--- src/hw/rtl/srsw_pkg.sv ---
`default_nettype none
package srsw_pkg;

   localparam int WINDOW_DEF = 64;
   localparam int SEQ_BITS   = 24;

   localparam logic [22:0] ONE_FX     = 23'd65536;
   localparam logic [15:0] CKSUM_MASK = 16'hFFFF;

   localparam logic [23:0] TOTAL_RST   = 24'd1;
   localparam logic [31:0] TIMEOUT_RST = 32'd1000;
   localparam logic [6:0]  THR_RST     = 7'd64;

   localparam logic [1:0] REG_TOTAL   = 2'd0;
   localparam logic [1:0] REG_TIMEOUT = 2'd1;
   localparam logic [1:0] REG_THRESH  = 2'd2;

   localparam logic OP_TICK = 1'b0;
   localparam logic OP_ACK  = 1'b1;

   localparam logic [2:0] KIND_SEND    = 3'd0;
   localparam logic [2:0] KIND_TIMEOUT = 3'd1;
   localparam logic [2:0] KIND_ACK_OK  = 3'd2;
   localparam logic [2:0] KIND_CORRUPT = 3'd3;
   localparam logic [2:0] KIND_UNSENT  = 3'd4;

   typedef enum logic [3:0] {
      ST_IDLE,
      ST_ACK,
      ST_SLIDE,
      ST_TSTART,
      ST_TREAD,
      ST_TEVAL,
      ST_GROW,
      ST_DIVW,
      ST_AEMIT,
      ST_FIN
   } state_type;

endpackage
`default_nettype wire

--- src/hw/rtl/srsw_recip.sv ---
`default_nettype none
module srsw_recip import srsw_pkg::*; (
   input  wire logic        clock,
   input  wire logic        reset,
   input  wire logic        start,
   input  wire logic [6:0]  divisor,
   output logic             done,
   output logic [16:0]      quotient
);

   // restoring division of 65536 by divisor, one quotient bit a cycle
   logic        run_ff, run_in;
   logic        done_ff, done_in;
   logic [4:0]  cnt_ff, cnt_in;
   logic [6:0]  rem_ff, rem_in;
   logic [16:0] q_ff, q_in;
   logic [6:0]  d_ff, d_in;
   logic [7:0]  trial;

   always_comb begin
      run_in  = run_ff;
      done_in = 1'b0;
      cnt_in  = cnt_ff;
      rem_in  = rem_ff;
      q_in    = q_ff;
      d_in    = d_ff;
      trial   = {rem_ff, (cnt_ff == 5'd0)};
      if (start) begin
         run_in = 1'b1;
         cnt_in = 5'd0;
         rem_in = 7'd0;
         q_in   = 17'd0;
         d_in   = divisor;
      end else if (run_ff) begin
         if (trial >= {1'b0, d_ff}) begin
            rem_in = 7'(trial - {1'b0, d_ff});
            q_in   = {q_ff[15:0], 1'b1};
         end else begin
            rem_in = trial[6:0];
            q_in   = {q_ff[15:0], 1'b0};
         end
         cnt_in = cnt_ff + 5'd1;
         if (cnt_ff == 5'd16) begin
            run_in  = 1'b0;
            done_in = 1'b1;
         end
      end
   end

   always_ff @(posedge clock) begin
      if (reset) begin
         run_ff  <= 1'b0;
         done_ff <= 1'b0;
      end else begin
         run_ff  <= run_in;
         done_ff <= done_in;
      end
      cnt_ff <= cnt_in;
      rem_ff <= rem_in;
      q_ff   <= q_in;
      d_ff   <= d_in;
   end

   assign done     = done_ff;
   assign quotient = q_ff;

endmodule
`default_nettype wire

--- src/hw/rtl/selective_repeat_sender_window_top.sv ---
`default_nettype none
// tick: the base first slides past acked packets, then each window slot in turn takes a
// send time memory read, then an evaluate step, until the window end or a timeout
// ack: a rejected ack goes straight to finish; an accepted one slides the window, and waits
// on the divider when the window grows by 1/cwnd; the final result is out in the cycle busy falls
// at most one result a cycle, and results may come back to back; the receiver cannot stall
// synchronous reset clears window state and marks at once; send times need no clearing
module selective_repeat_sender_window_top import srsw_pkg::*; #(
   parameter int WINDOW = WINDOW_DEF
) (
   input  wire logic        clock,
   input  wire logic        reset,
   input  wire logic        start,
   output logic             busy,
   input  wire logic        req_op,
   input  wire logic [31:0] req_now,
   input  wire logic [15:0] req_ack_length,
   input  wire logic [23:0] req_ack_number,
   input  wire logic [15:0] req_ack_checksum,
   output logic             rsp_valid,
   output logic [2:0]       rsp_kind,
   output logic [23:0]      rsp_packet_number,
   output logic [23:0]      rsp_base_out,
   output logic [22:0]      rsp_cwnd_out,
   output logic [6:0]       rsp_threshold_out,
   output logic             rsp_transfer_done,
   output logic             rsp_last,
   input  wire logic        csr_valid,
   output logic             csr_ready,
   input  wire logic [1:0]  csr_index,
   input  wire logic [31:0] csr_data
);

   localparam int SW = (WINDOW > 1) ? $clog2(WINDOW) : 1;
   localparam logic [SW-1:0]  SLOT_MAX = SW'(WINDOW - 1);
   localparam logic [6:0]     WIN7     = 7'(WINDOW);
   localparam logic [22:0]    CAP      = 23'(WINDOW * 65536);

   state_type state_ff, state_in;

   logic [23:0]       total_ff, total_in;
   logic [31:0]       tmo_ff, tmo_in;
   logic [23:0]       base_ff, base_in;
   logic [SW-1:0]     bslot_ff, bslot_in;
   logic [23:0]       wlast_ff, wlast_in;
   logic [22:0]       cwnd_ff, cwnd_in;
   logic [6:0]        thr_ff, thr_in;
   logic [WINDOW-1:0] sent_ff, sent_in;
   logic [WINDOW-1:0] acked_ff, acked_in;
   logic [23:0]       idx_ff, idx_in;
   logic [SW-1:0]     cslot_ff, cslot_in;
   logic              op_ff, op_in;
   logic [31:0]       now_ff, now_in;
   logic [15:0]       len_ff, len_in;
   logic [23:0]       ackno_ff, ackno_in;
   logic [15:0]       cks_ff, cks_in;

   // send time memory
   logic [31:0] times_mem [WINDOW];
   logic [31:0] rd_data_ff;
   logic        mem_we;

   // one result held back so the final one can carry last
   logic        pend_ff, pend_in;
   logic [2:0]  pkind_ff, pkind_in;
   logic [23:0] ppkt_ff, ppkt_in;
   logic [23:0] pbase_ff, pbase_in;
   logic [22:0] pcwnd_ff, pcwnd_in;
   logic [6:0]  pthr_ff, pthr_in;
   logic        pdone_ff, pdone_in;

   logic        ov_ff, ov_in;
   logic [2:0]  okind_ff, okind_in;
   logic [23:0] opkt_ff, opkt_in;
   logic [23:0] obase_ff, obase_in;
   logic [22:0] ocwnd_ff, ocwnd_in;
   logic [6:0]  othr_ff, othr_in;
   logic        odone_ff, odone_in;
   logic        olast_ff, olast_in;

   logic        gen;
   logic [2:0]  gen_kind;
   logic [23:0] gen_pkt;
   logic [22:0] gen_cwnd;
   logic [6:0]  gen_thr;

   logic        div_start, div_done;
   logic [16:0] div_q;

   logic        accept;
   logic [24:0] ck_sum;
   logic [16:0] ck_f1;
   logic [16:0] ck_f2;
   logic        ck_ok;
   logic [23:0] adiff;
   logic [SW:0] aslot_sum;
   logic [SW-1:0] aslot;
   logic        slide_go;
   logic [24:0] wend;
   logic [23:0] wlast_calc;
   logic [23:0] grow_sum;
   logic [31:0] age;
   logic [6:0]  cfg_thr;

   srsw_recip u_recip (
      .clock    (clock),
      .reset    (reset),
      .start    (div_start),
      .divisor  (cwnd_ff[22:16]),
      .done     (div_done),
      .quotient (div_q)
   );

   assign accept    = start && !busy;
   assign busy      = (state_ff != ST_IDLE);
   assign csr_ready = (state_ff == ST_IDLE);

   // ones' complement fold of length plus ack number
   assign ck_sum = 25'(len_ff) + 25'(ackno_ff);
   assign ck_f1  = 17'(ck_sum[15:0]) + 17'(ck_sum[24:16]);
   assign ck_f2  = 17'(ck_f1[15:0]) + 17'(ck_f1[16]);
   assign ck_ok  = ((~ck_f2[15:0]) & CKSUM_MASK) == cks_ff;

   assign adiff     = ackno_ff - base_ff;
   assign aslot_sum = {1'b0, bslot_ff} + (SW+1)'(adiff[SW-1:0]);
   assign aslot     = (aslot_sum > (SW+1)'(SLOT_MAX)) ? SW'(aslot_sum - (SW+1)'(WINDOW))
                                                      : aslot_sum[SW-1:0];

   assign slide_go = (base_ff <= wlast_ff) && (base_ff < total_ff) && acked_ff[bslot_ff];

   assign wend = 25'(base_ff) + 25'(cwnd_ff[22:16]) - 25'd1;
   always_comb begin
      if (total_ff == 24'd0) begin
         wlast_calc = base_ff;
      end else if (wend < 25'(total_ff - 24'd1)) begin
         wlast_calc = wend[23:0];
      end else begin
         wlast_calc = total_ff - 24'd1;
      end
   end

   assign age = now_ff - rd_data_ff;

   always_comb begin
      cfg_thr = csr_data[6:0];
      if (cfg_thr == 7'd0) begin
         cfg_thr = 7'd1;
      end else if (cfg_thr > WIN7) begin
         cfg_thr = WIN7;
      end
   end

   // next state
   always_comb begin
      state_in = state_ff;
      unique case (state_ff)
         ST_IDLE: begin
            if (accept) begin
               state_in = (req_op == OP_ACK) ? ST_ACK : ST_SLIDE;
            end
         end
         ST_ACK: begin
            if (!ck_ok || ackno_ff < base_ff || adiff >= 24'(WINDOW) || !sent_ff[aslot]) begin
               state_in = ST_FIN;
            end else begin
               state_in = ST_SLIDE;
            end
         end
         ST_SLIDE: begin
            if (!slide_go) begin
               state_in = (op_ff == OP_ACK) ? ST_GROW : ST_TSTART;
            end
         end
         ST_TSTART: state_in = (base_ff >= total_ff) ? ST_FIN : ST_TREAD;
         ST_TREAD:  state_in = (idx_ff > wlast_ff) ? ST_FIN : ST_TEVAL;
         ST_TEVAL: begin
            if (sent_ff[cslot_ff] && !acked_ff[cslot_ff] && age > tmo_ff) begin
               state_in = ST_FIN;
            end else begin
               state_in = ST_TREAD;
            end
         end
         ST_GROW: begin
            state_in = ((cwnd_ff < {thr_ff, 16'd0})) ? ST_AEMIT : ST_DIVW;
         end
         ST_DIVW:  state_in = div_done ? ST_AEMIT : ST_DIVW;
         ST_AEMIT: state_in = ST_FIN;
         ST_FIN:   state_in = ST_IDLE;
         default:  state_in = ST_IDLE;
      endcase
   end

   // datapath
   always_comb begin
      total_in  = total_ff;
      tmo_in    = tmo_ff;
      base_in   = base_ff;
      bslot_in  = bslot_ff;
      wlast_in  = wlast_ff;
      cwnd_in   = cwnd_ff;
      thr_in    = thr_ff;
      sent_in   = sent_ff;
      acked_in  = acked_ff;
      idx_in    = idx_ff;
      cslot_in  = cslot_ff;
      op_in     = op_ff;
      now_in    = now_ff;
      len_in    = len_ff;
      ackno_in  = ackno_ff;
      cks_in    = cks_ff;
      mem_we    = 1'b0;
      div_start = 1'b0;
      gen       = 1'b0;
      gen_kind  = KIND_SEND;
      gen_pkt   = idx_ff;
      gen_cwnd  = cwnd_ff;
      gen_thr   = thr_ff;
      grow_sum  = 24'(cwnd_ff) + 24'(ONE_FX);

      if (csr_valid && csr_ready) begin
         case (csr_index)
            REG_TOTAL:   total_in = csr_data[23:0];
            REG_TIMEOUT: tmo_in   = csr_data;
            REG_THRESH:  thr_in   = cfg_thr;
            default: ;
         endcase
      end

      unique case (state_ff)
         ST_IDLE: begin
            if (accept) begin
               op_in    = req_op;
               now_in   = req_now;
               len_in   = req_ack_length;
               ackno_in = req_ack_number;
               cks_in   = req_ack_checksum;
            end
         end
         ST_ACK: begin
            gen_pkt = ackno_ff;
            if (!ck_ok) begin
               gen      = 1'b1;
               gen_kind = KIND_CORRUPT;
            end else if (ackno_ff < base_ff) begin
               gen = 1'b0;
            end else if (adiff >= 24'(WINDOW) || !sent_ff[aslot]) begin
               gen      = 1'b1;
               gen_kind = KIND_UNSENT;
            end else begin
               acked_in[aslot] = 1'b1;
            end
         end
         ST_SLIDE: begin
            if (slide_go) begin
               acked_in[bslot_ff] = 1'b0;
               sent_in[bslot_ff]  = 1'b0;
               base_in  = base_ff + 24'd1;
               bslot_in = (bslot_ff == SLOT_MAX) ? '0 : bslot_ff + SW'(1);
            end
         end
         ST_TSTART: begin
            // a finished transfer keeps its window end
            if (base_ff < total_ff) begin
               wlast_in = wlast_calc;
            end
            idx_in   = base_ff;
            cslot_in = bslot_ff;
         end
         ST_TREAD: ;
         ST_TEVAL: begin
            if (!sent_ff[cslot_ff] && !acked_ff[cslot_ff]) begin
               sent_in[cslot_ff] = 1'b1;
               mem_we   = 1'b1;
               gen      = 1'b1;
               gen_kind = KIND_SEND;
            end else if (sent_ff[cslot_ff] && !acked_ff[cslot_ff] && age > tmo_ff) begin
               sent_in  = '0;
               thr_in   = 7'((24'(cwnd_ff) + 24'h1FFFF) >> 17);
               cwnd_in  = ONE_FX;
               wlast_in = base_ff;
               gen      = 1'b1;
               gen_kind = KIND_TIMEOUT;
               gen_cwnd = ONE_FX;
               gen_thr  = 7'((24'(cwnd_ff) + 24'h1FFFF) >> 17);
            end
            idx_in   = idx_ff + 24'd1;
            cslot_in = (cslot_ff == SLOT_MAX) ? '0 : cslot_ff + SW'(1);
         end
         ST_GROW: begin
            if (cwnd_ff < {thr_ff, 16'd0}) begin
               cwnd_in = (grow_sum > 24'(CAP)) ? CAP : grow_sum[22:0];
            end else begin
               div_start = 1'b1;
            end
         end
         ST_DIVW: begin
            grow_sum = 24'(cwnd_ff) + 24'(div_q);
            if (div_done) begin
               cwnd_in = (grow_sum > 24'(CAP)) ? CAP : grow_sum[22:0];
            end
         end
         ST_AEMIT: begin
            wlast_in = wlast_calc;
            gen      = 1'b1;
            gen_kind = KIND_ACK_OK;
            gen_pkt  = ackno_ff;
         end
         ST_FIN: ;
         default: ;
      endcase
   end

   // result staging
   always_comb begin
      pend_in  = pend_ff;
      pkind_in = pkind_ff;
      ppkt_in  = ppkt_ff;
      pbase_in = pbase_ff;
      pcwnd_in = pcwnd_ff;
      pthr_in  = pthr_ff;
      pdone_in = pdone_ff;
      ov_in    = 1'b0;
      okind_in = pkind_ff;
      opkt_in  = ppkt_ff;
      obase_in = pbase_ff;
      ocwnd_in = pcwnd_ff;
      othr_in  = pthr_ff;
      odone_in = pdone_ff;
      olast_in = 1'b0;
      if (gen) begin
         ov_in    = pend_ff;
         pend_in  = 1'b1;
         pkind_in = gen_kind;
         ppkt_in  = gen_pkt;
         pbase_in = base_ff;
         pcwnd_in = gen_cwnd;
         pthr_in  = gen_thr;
         pdone_in = (base_ff >= total_ff);
      end else if (state_ff == ST_FIN) begin
         ov_in    = pend_ff;
         olast_in = 1'b1;
         pend_in  = 1'b0;
      end
   end

   always_ff @(posedge clock) begin
      if (mem_we) begin
         times_mem[cslot_ff] <= now_ff;
      end
      rd_data_ff <= times_mem[cslot_ff];
   end

   always_ff @(posedge clock) begin
      if (reset) begin
         state_ff <= ST_IDLE;
         total_ff <= TOTAL_RST;
         tmo_ff   <= TIMEOUT_RST;
         base_ff  <= '0;
         bslot_ff <= '0;
         wlast_ff <= '0;
         cwnd_ff  <= ONE_FX;
         thr_ff   <= (THR_RST > WIN7) ? WIN7 : THR_RST;
         sent_ff  <= '0;
         acked_ff <= '0;
         pend_ff  <= 1'b0;
         ov_ff    <= 1'b0;
      end else begin
         state_ff <= state_in;
         total_ff <= total_in;
         tmo_ff   <= tmo_in;
         base_ff  <= base_in;
         bslot_ff <= bslot_in;
         wlast_ff <= wlast_in;
         cwnd_ff  <= cwnd_in;
         thr_ff   <= thr_in;
         sent_ff  <= sent_in;
         acked_ff <= acked_in;
         pend_ff  <= pend_in;
         ov_ff    <= ov_in;
      end
      idx_ff   <= idx_in;
      cslot_ff <= cslot_in;
      op_ff    <= op_in;
      now_ff   <= now_in;
      len_ff   <= len_in;
      ackno_ff <= ackno_in;
      cks_ff   <= cks_in;
      pkind_ff <= pkind_in;
      ppkt_ff  <= ppkt_in;
      pbase_ff <= pbase_in;
      pcwnd_ff <= pcwnd_in;
      pthr_ff  <= pthr_in;
      pdone_ff <= pdone_in;
      okind_ff <= okind_in;
      opkt_ff  <= opkt_in;
      obase_ff <= obase_in;
      ocwnd_ff <= ocwnd_in;
      othr_ff  <= othr_in;
      odone_ff <= odone_in;
      olast_ff <= olast_in;
   end

   assign rsp_valid         = ov_ff;
   assign rsp_kind          = okind_ff;
   assign rsp_packet_number = opkt_ff;
   assign rsp_base_out      = obase_ff;
   assign rsp_cwnd_out      = ocwnd_ff;
   assign rsp_threshold_out = othr_ff;
   assign rsp_transfer_done = odone_ff;
   assign rsp_last          = olast_ff;

endmodule
`default_nettype wire

--- config.mk ---
export PLATFORM = sky130hd
export DESIGN_NAME = selective_repeat_sender_window_top
export DESIGN_NICKNAME = d
export VERILOG_FILES = /design/src/hw/rtl/srsw_pkg.sv /design/src/hw/rtl/srsw_recip.sv /design/src/hw/rtl/selective_repeat_sender_window_top.sv
export SDC_FILE = /design/constraint.sdc
export NUM_CORES = 2
export LEC_CHECK = 0
export ABC_AREA = 0
export BUFFER_PORTS_ARGS = -buffer_cell sky130_fd_sc_hd__buf_2
export CORE_UTILIZATION = 60
export DETAILED_ROUTE_END_ITERATION = 10
export PLACE_DENSITY = 0.77
export SLEW_MARGIN = 20
export SYNTH_ARGS = -nofsm -noshare
export SYNTH_HDL_FRONTEND = slang
export SYNTH_HIERARCHICAL = 1
export SYNTH_SLANG_ARGS = --single-unit
export TNS_END_PERCENT = 1
--- constraint.sdc ---
create_clock -name clock -period 26.8 [get_ports clock]
set_input_delay 0 -clock clock [delete_from_list [all_inputs] [get_ports clock]]
set_output_delay 0 -clock clock [all_outputs]
set_load 0.01 [all_outputs]
==> run summary <==
===============================================================================================
Buffer type at the clock tree root                                                    clkbuf_16
GR Overflow Total                                                                             0
Standby leakage power                                                                  42.50 nW
Synth Flop Type                                                                        edfxtp_1
Most prevalent standard cell on the critical path                                        and3_1
Min-Delay Path Depth                                                                          4
Initial antenna violation count                                                              14
CP max stage cell                                                                     a2111oi_0
Number of buffers created by CTS                                                            282
Setup violators final                                                                         0
XOR/XNOR share of the synthesized area                                                   1.666%
Drt total wl                                                                          354500 um
Failing checks                                                                              DRC
Family of cells with the greatest summed delay on the critical path                compound AO/OA/AOI/OAI gates
Fraction of final layout cells sized beyond drive strength 1                             11.68%
First-pass GRT wire length                                                            501800 um
Maximum number of pins on one net before global-route repair                                117
Height of the die                                                                      430.3 um
Die width                                                                              430.3 um
Post-synthesis share of cell area spent on and, or, nand and nor gates                   5.886%
Final critical-path required period                                                    9.710 ns
Crit-path max cell delay                                                                0.81 ns
Synth Area in Adders                                                                     3.545%
Via Count                                                                                77.03k
TritonCTS sink count                                                                       2676
Clock latency of the later-clocked register in the worst-skew pair                      0.96 ns
Pre-antenna DRT Iters                                                                        11
Clock input transition at the sequential cells of the worst setup and hold paths        0.07 ns
Post-Layout Inst Area                                                                125900 um2
Synth-to-Final Area Change                                                               14.40%
Max Fclk                                                                              103.0 MHz
Floorplan Core Area                                                                  181500 um2
Final-layout fill cell count                                                             11.77k
Net count after synthesis                                                                  8224
Proportion of synthesized area in mux cells                                              1.461%
Worst path buffer plus inverter count                                                         4
Max H-tree Level                                                                              5
Kind of end point of the critical path                                                flip-flop
Placed Area                                                                          114200 um2
Number of flip-flops and latches in the synthesized netlist                                2676
Total Routing Usage GR                                                                   37.44%
Complex-gate fraction of the synthesized area                                            15.66%
Placed Cells incl. Taps                                                                  10.13k
IR Drop Worst-Case VDD                                                             0.00008898 V
Via-to-Cell Ratio                                                                         7.065
Worst hold margin                                                                    0.07884 ns
Critical path launch point type                                                       flip-flop
End of the worst register-to-register path                                         ocwnd_in[16]
Setup TNS                                                                                  0 ns
Wirelength per Cell                                                                    32.52 um
Clock tree from TritonCTS                                                                 built
Netlist cell types                                                                           98
Post-synthesis instance area                                                         110100 um2
Endpoint, Worst Hold                                                                  thr_ff[3]
Top-level port count                                                                        213
Synthesized instance count                                                                 7790
DIE AREA                                                                             185100 um2
Final max-slew violation count                                                                0
Endpoints failing hold                                                                        0
Outcome                                                                            complete, but fails checks
R2r startpoint                                                                     ackno_ff[11]
Stages on worst setup path                                                                   33
Number of cells in the finished layout apart from fillers                                10.90k
Startpoint-to-endpoint class of the critical path                                       reg2reg
Weighted congestion reported at the end of routability-driven placement                  0.9749
RSZ-0062 raised after global routing                                                      false
Number of synthesized flops with an enable pin                                             2256
Worst clock skew on the final layout                                                 0.09300 ns
Avg Inst Size Synth                                                                   14.13 um2
Launch instance of the worst min-delay path                                         csr_data[6]
Final ANT Viol Nets                                                                           0
Starting DRT DRC Count                                                                   11.50k
Required time worst endpoint                                                           27.34 ns
Vias in the first global route                                                           73.60k
Normalized max-slew margin                                                               16.38%
Total of warnings raised by yosys                                                             6
Main combinational cell family by area after synthesis                             compound AO/OA/AOI/OAI gates
Max Cap Violations                                                                            0
Number of buffers on the longest clock path                                                   4
Post-layout util                                                                         69.35%
Sequential Area                                                                       76150 um2
R2R depth                                                                                    33
Number of remaining DRC errors                                                                2
Total number of placement rows                                                              156
Share of the clock period used by the worst path                                         36.23%
R2R Setup Slk                                                                          17.09 ns
Tightest Pin Transition                                                                1.254 ns
Worst Path Max Fanout                                                                        62
Power density relative to cell area                                                89.57 nW/um2
Final HPWL from detailed placement                                                    197400 um
Initial core utilization                                                                 60.63%
Worst min-delay path class                                                               in2reg
Fraction of synthesis flops using an asynchronous set or reset pin                           0%
Arr. time, crit path                                                                   10.25 ns
Port bufs                                                                                   212
# nets final                                                                               8751
Sequential cell area fraction in the yosys report                                        69.20%
Multi-input combinational cell area                                                   31360 um2
===============================================================================================
-- worst max-delay path by stage --
stage | startpoint | end | slack, ns
global placement | ackno_ff[11] | ocwnd_in[2] | 17.47
detailed placement | ackno_ff[11] | ocwnd_in[4] | 17.33
global route | ackno_ff[11] | ocwnd_in[21] | 16.64
CTS | ackno_ff[11] | ocwnd_in[17] | 17.27
floorplan | ackno_ff[5] | obase_in[0] | 14.03
finish | ackno_ff[11] | ocwnd_in[16] | 17.09
-- layout by cell type (no fill, tap or decap), types with 30 or more instances in the layout --
| cell | netlist | routed |
|---|---|---|
| mux2i_1 | 59 | 59 |
| o21ai_0 | 208 | 207 |
| nor4_1 | 47 | 31 |
| nand3_1 | 141 | 140 |
| a21o_1 | 82 | 82 |
| nand2b_1 | 57 | 57 |
| and2_1 | 47 | 44 |
| o41ai_2 | 30 | 30 |
| a22oi_1 | 694 | 694 |
| buf_2 | 6 | 211 |
| clkbuf_16 | 0 | 292 |
| a21oi_1 | 434 | 432 |
| buf_4 | 1 | 190 |
| clkinv_1 | 3 | 58 |
| nor2_1 | 256 | 250 |
| xor2_1 | 59 | 59 |
| a31oi_1 | 194 | 193 |
| a221oi_1 | 191 | 191 |
| dlygate4sd3_1 | 0 | 274 |
| o211ai_1 | 89 | 89 |
| clkbuf_1 | 342 | 67 |
| nand2_1 | 412 | 412 |
| xnor2_1 | 145 | 144 |
| dfxtp_1 | 420 | 420 |
| mux2_2 | 37 | 37 |
| inv_1 | 294 | 258 |
| ha_1 | 299 | 299 |
| and3_1 | 32 | 30 |
| edfxtp_1 | 2256 | 2256 |
| a41oi_1 | 39 | 38 |
| o31ai_1 | 46 | 46 |
| a22o_1 | 199 | 199 |
| nand4_1 | 108 | 108 |
| nor3_1 | 68 | 65 |
| clkinv_2 | 0 | 42 |
| o21a_1 | 38 | 38 |
| nor2b_1 | 36 | 35 |
-- state kept, by name, indices dropped and copies added (netlist names), 32 cells and up --
signal and flops:
tmo_ff 32, now_ff 32, times_mem 2048, acked_ff 64, rd_data_ff 32, sent_ff 64
-- final cells by class --
class,instances,share of cell area [%]
Antenna cell,13,0.02584
Clock buffer,366,6.073
Timing Repair Buffer,685,4.308
Clock inverter,120,0.9511
Multi-Input combinational cell,4374,24.91
Sequential cell,2676,60.49
Tap cell,2370,2.355
Inverter,298,0.8885
-- worst min-delay path, stage by stage --
cell	delay (ns)
dlygate4sd3_1	0.55
buf_2	0.19
nand3b_1	0.13
a21oi_1	0.06
-- stage by stage --
step | power (W) | setup WS [ns]
2_1_floorplan | 0.006639 | 14.03
3_3_place_gp | 0.007368 | 17.47
3_5_place_dp | 0.007430 | 17.33
4_1_cts | 0.01121 | 17.27
5_1_grt | 0.01160 | 16.64
6_report | 0.01128 | 17.09
-- synth_stat cells (all sizes together) (68+ instances only) --
| cell | number | share of area (%) |
|---|---|---|
| edfxtp | 2256 | 62 |
| a22oi | 694 | 4.7 |
| a21oi | 435 | 2.0 |
| dfxtp | 420 | 7.6 |
| nand2 | 412 | 1.4 |
| clkbuf | 342 | 1.2 |
| ha | 299 | 3.4 |
| inv | 295 | 1.0 |
| nor2 | 256 | 0.87 |
| o21ai | 216 | 0.99 |
| a22o | 199 | 1.6 |
| a31oi | 194 | 1.1 |
| a221oi | 191 | 1.5 |
| xnor2 | 145 | 1.2 |
| nand3 | 141 | 0.64 |
| nand4 | 108 | 0.61 |
| buf | 100 | 0.41 |
| o211ai | 90 | 0.62 |
| a21o | 83 | 0.57 |
| nor3 | 68 | 0.31 |
-- logic make-up after synthesis --
logic type	Yosys count
muxes	123
DFF	2676
buffers and inverters	740
AOI/OAI and AO/OA	2415
and+or+nand+nor	1323
xor gates and xnor gates	206
adders and majority gates	307
-- power by group --
part | internal (W) | total (W) | leakage, nW | switching (W)
Combinational | 0.000766 | 0.00235 | 14.4 | 0.00159
Sequential | 0.00499 | 0.00510 | 23.8 | 0.000116
Clock | 0.00223 | 0.00382 | 4.31 | 0.00159
-- metal layers --
layer  vias to the layer above  track usage, %  part of all wire, %
met3                      1307           9.723                   13
met4                        10           25.31                  7.7
met1                     37430           47.15                   34
li1                      31870               -                    -
met2                      6403           57.33                   45
met5                         -               0                0.029
-- repair_timing --
item | 4_1_cts | 5_1_grt
setup buffers | 0 | 0
resized for setup | 0 | 0
endpoints found under the hold margin | 230 | 0
hold buffers | 274 | 0
(Power assumes the default switching activity.)
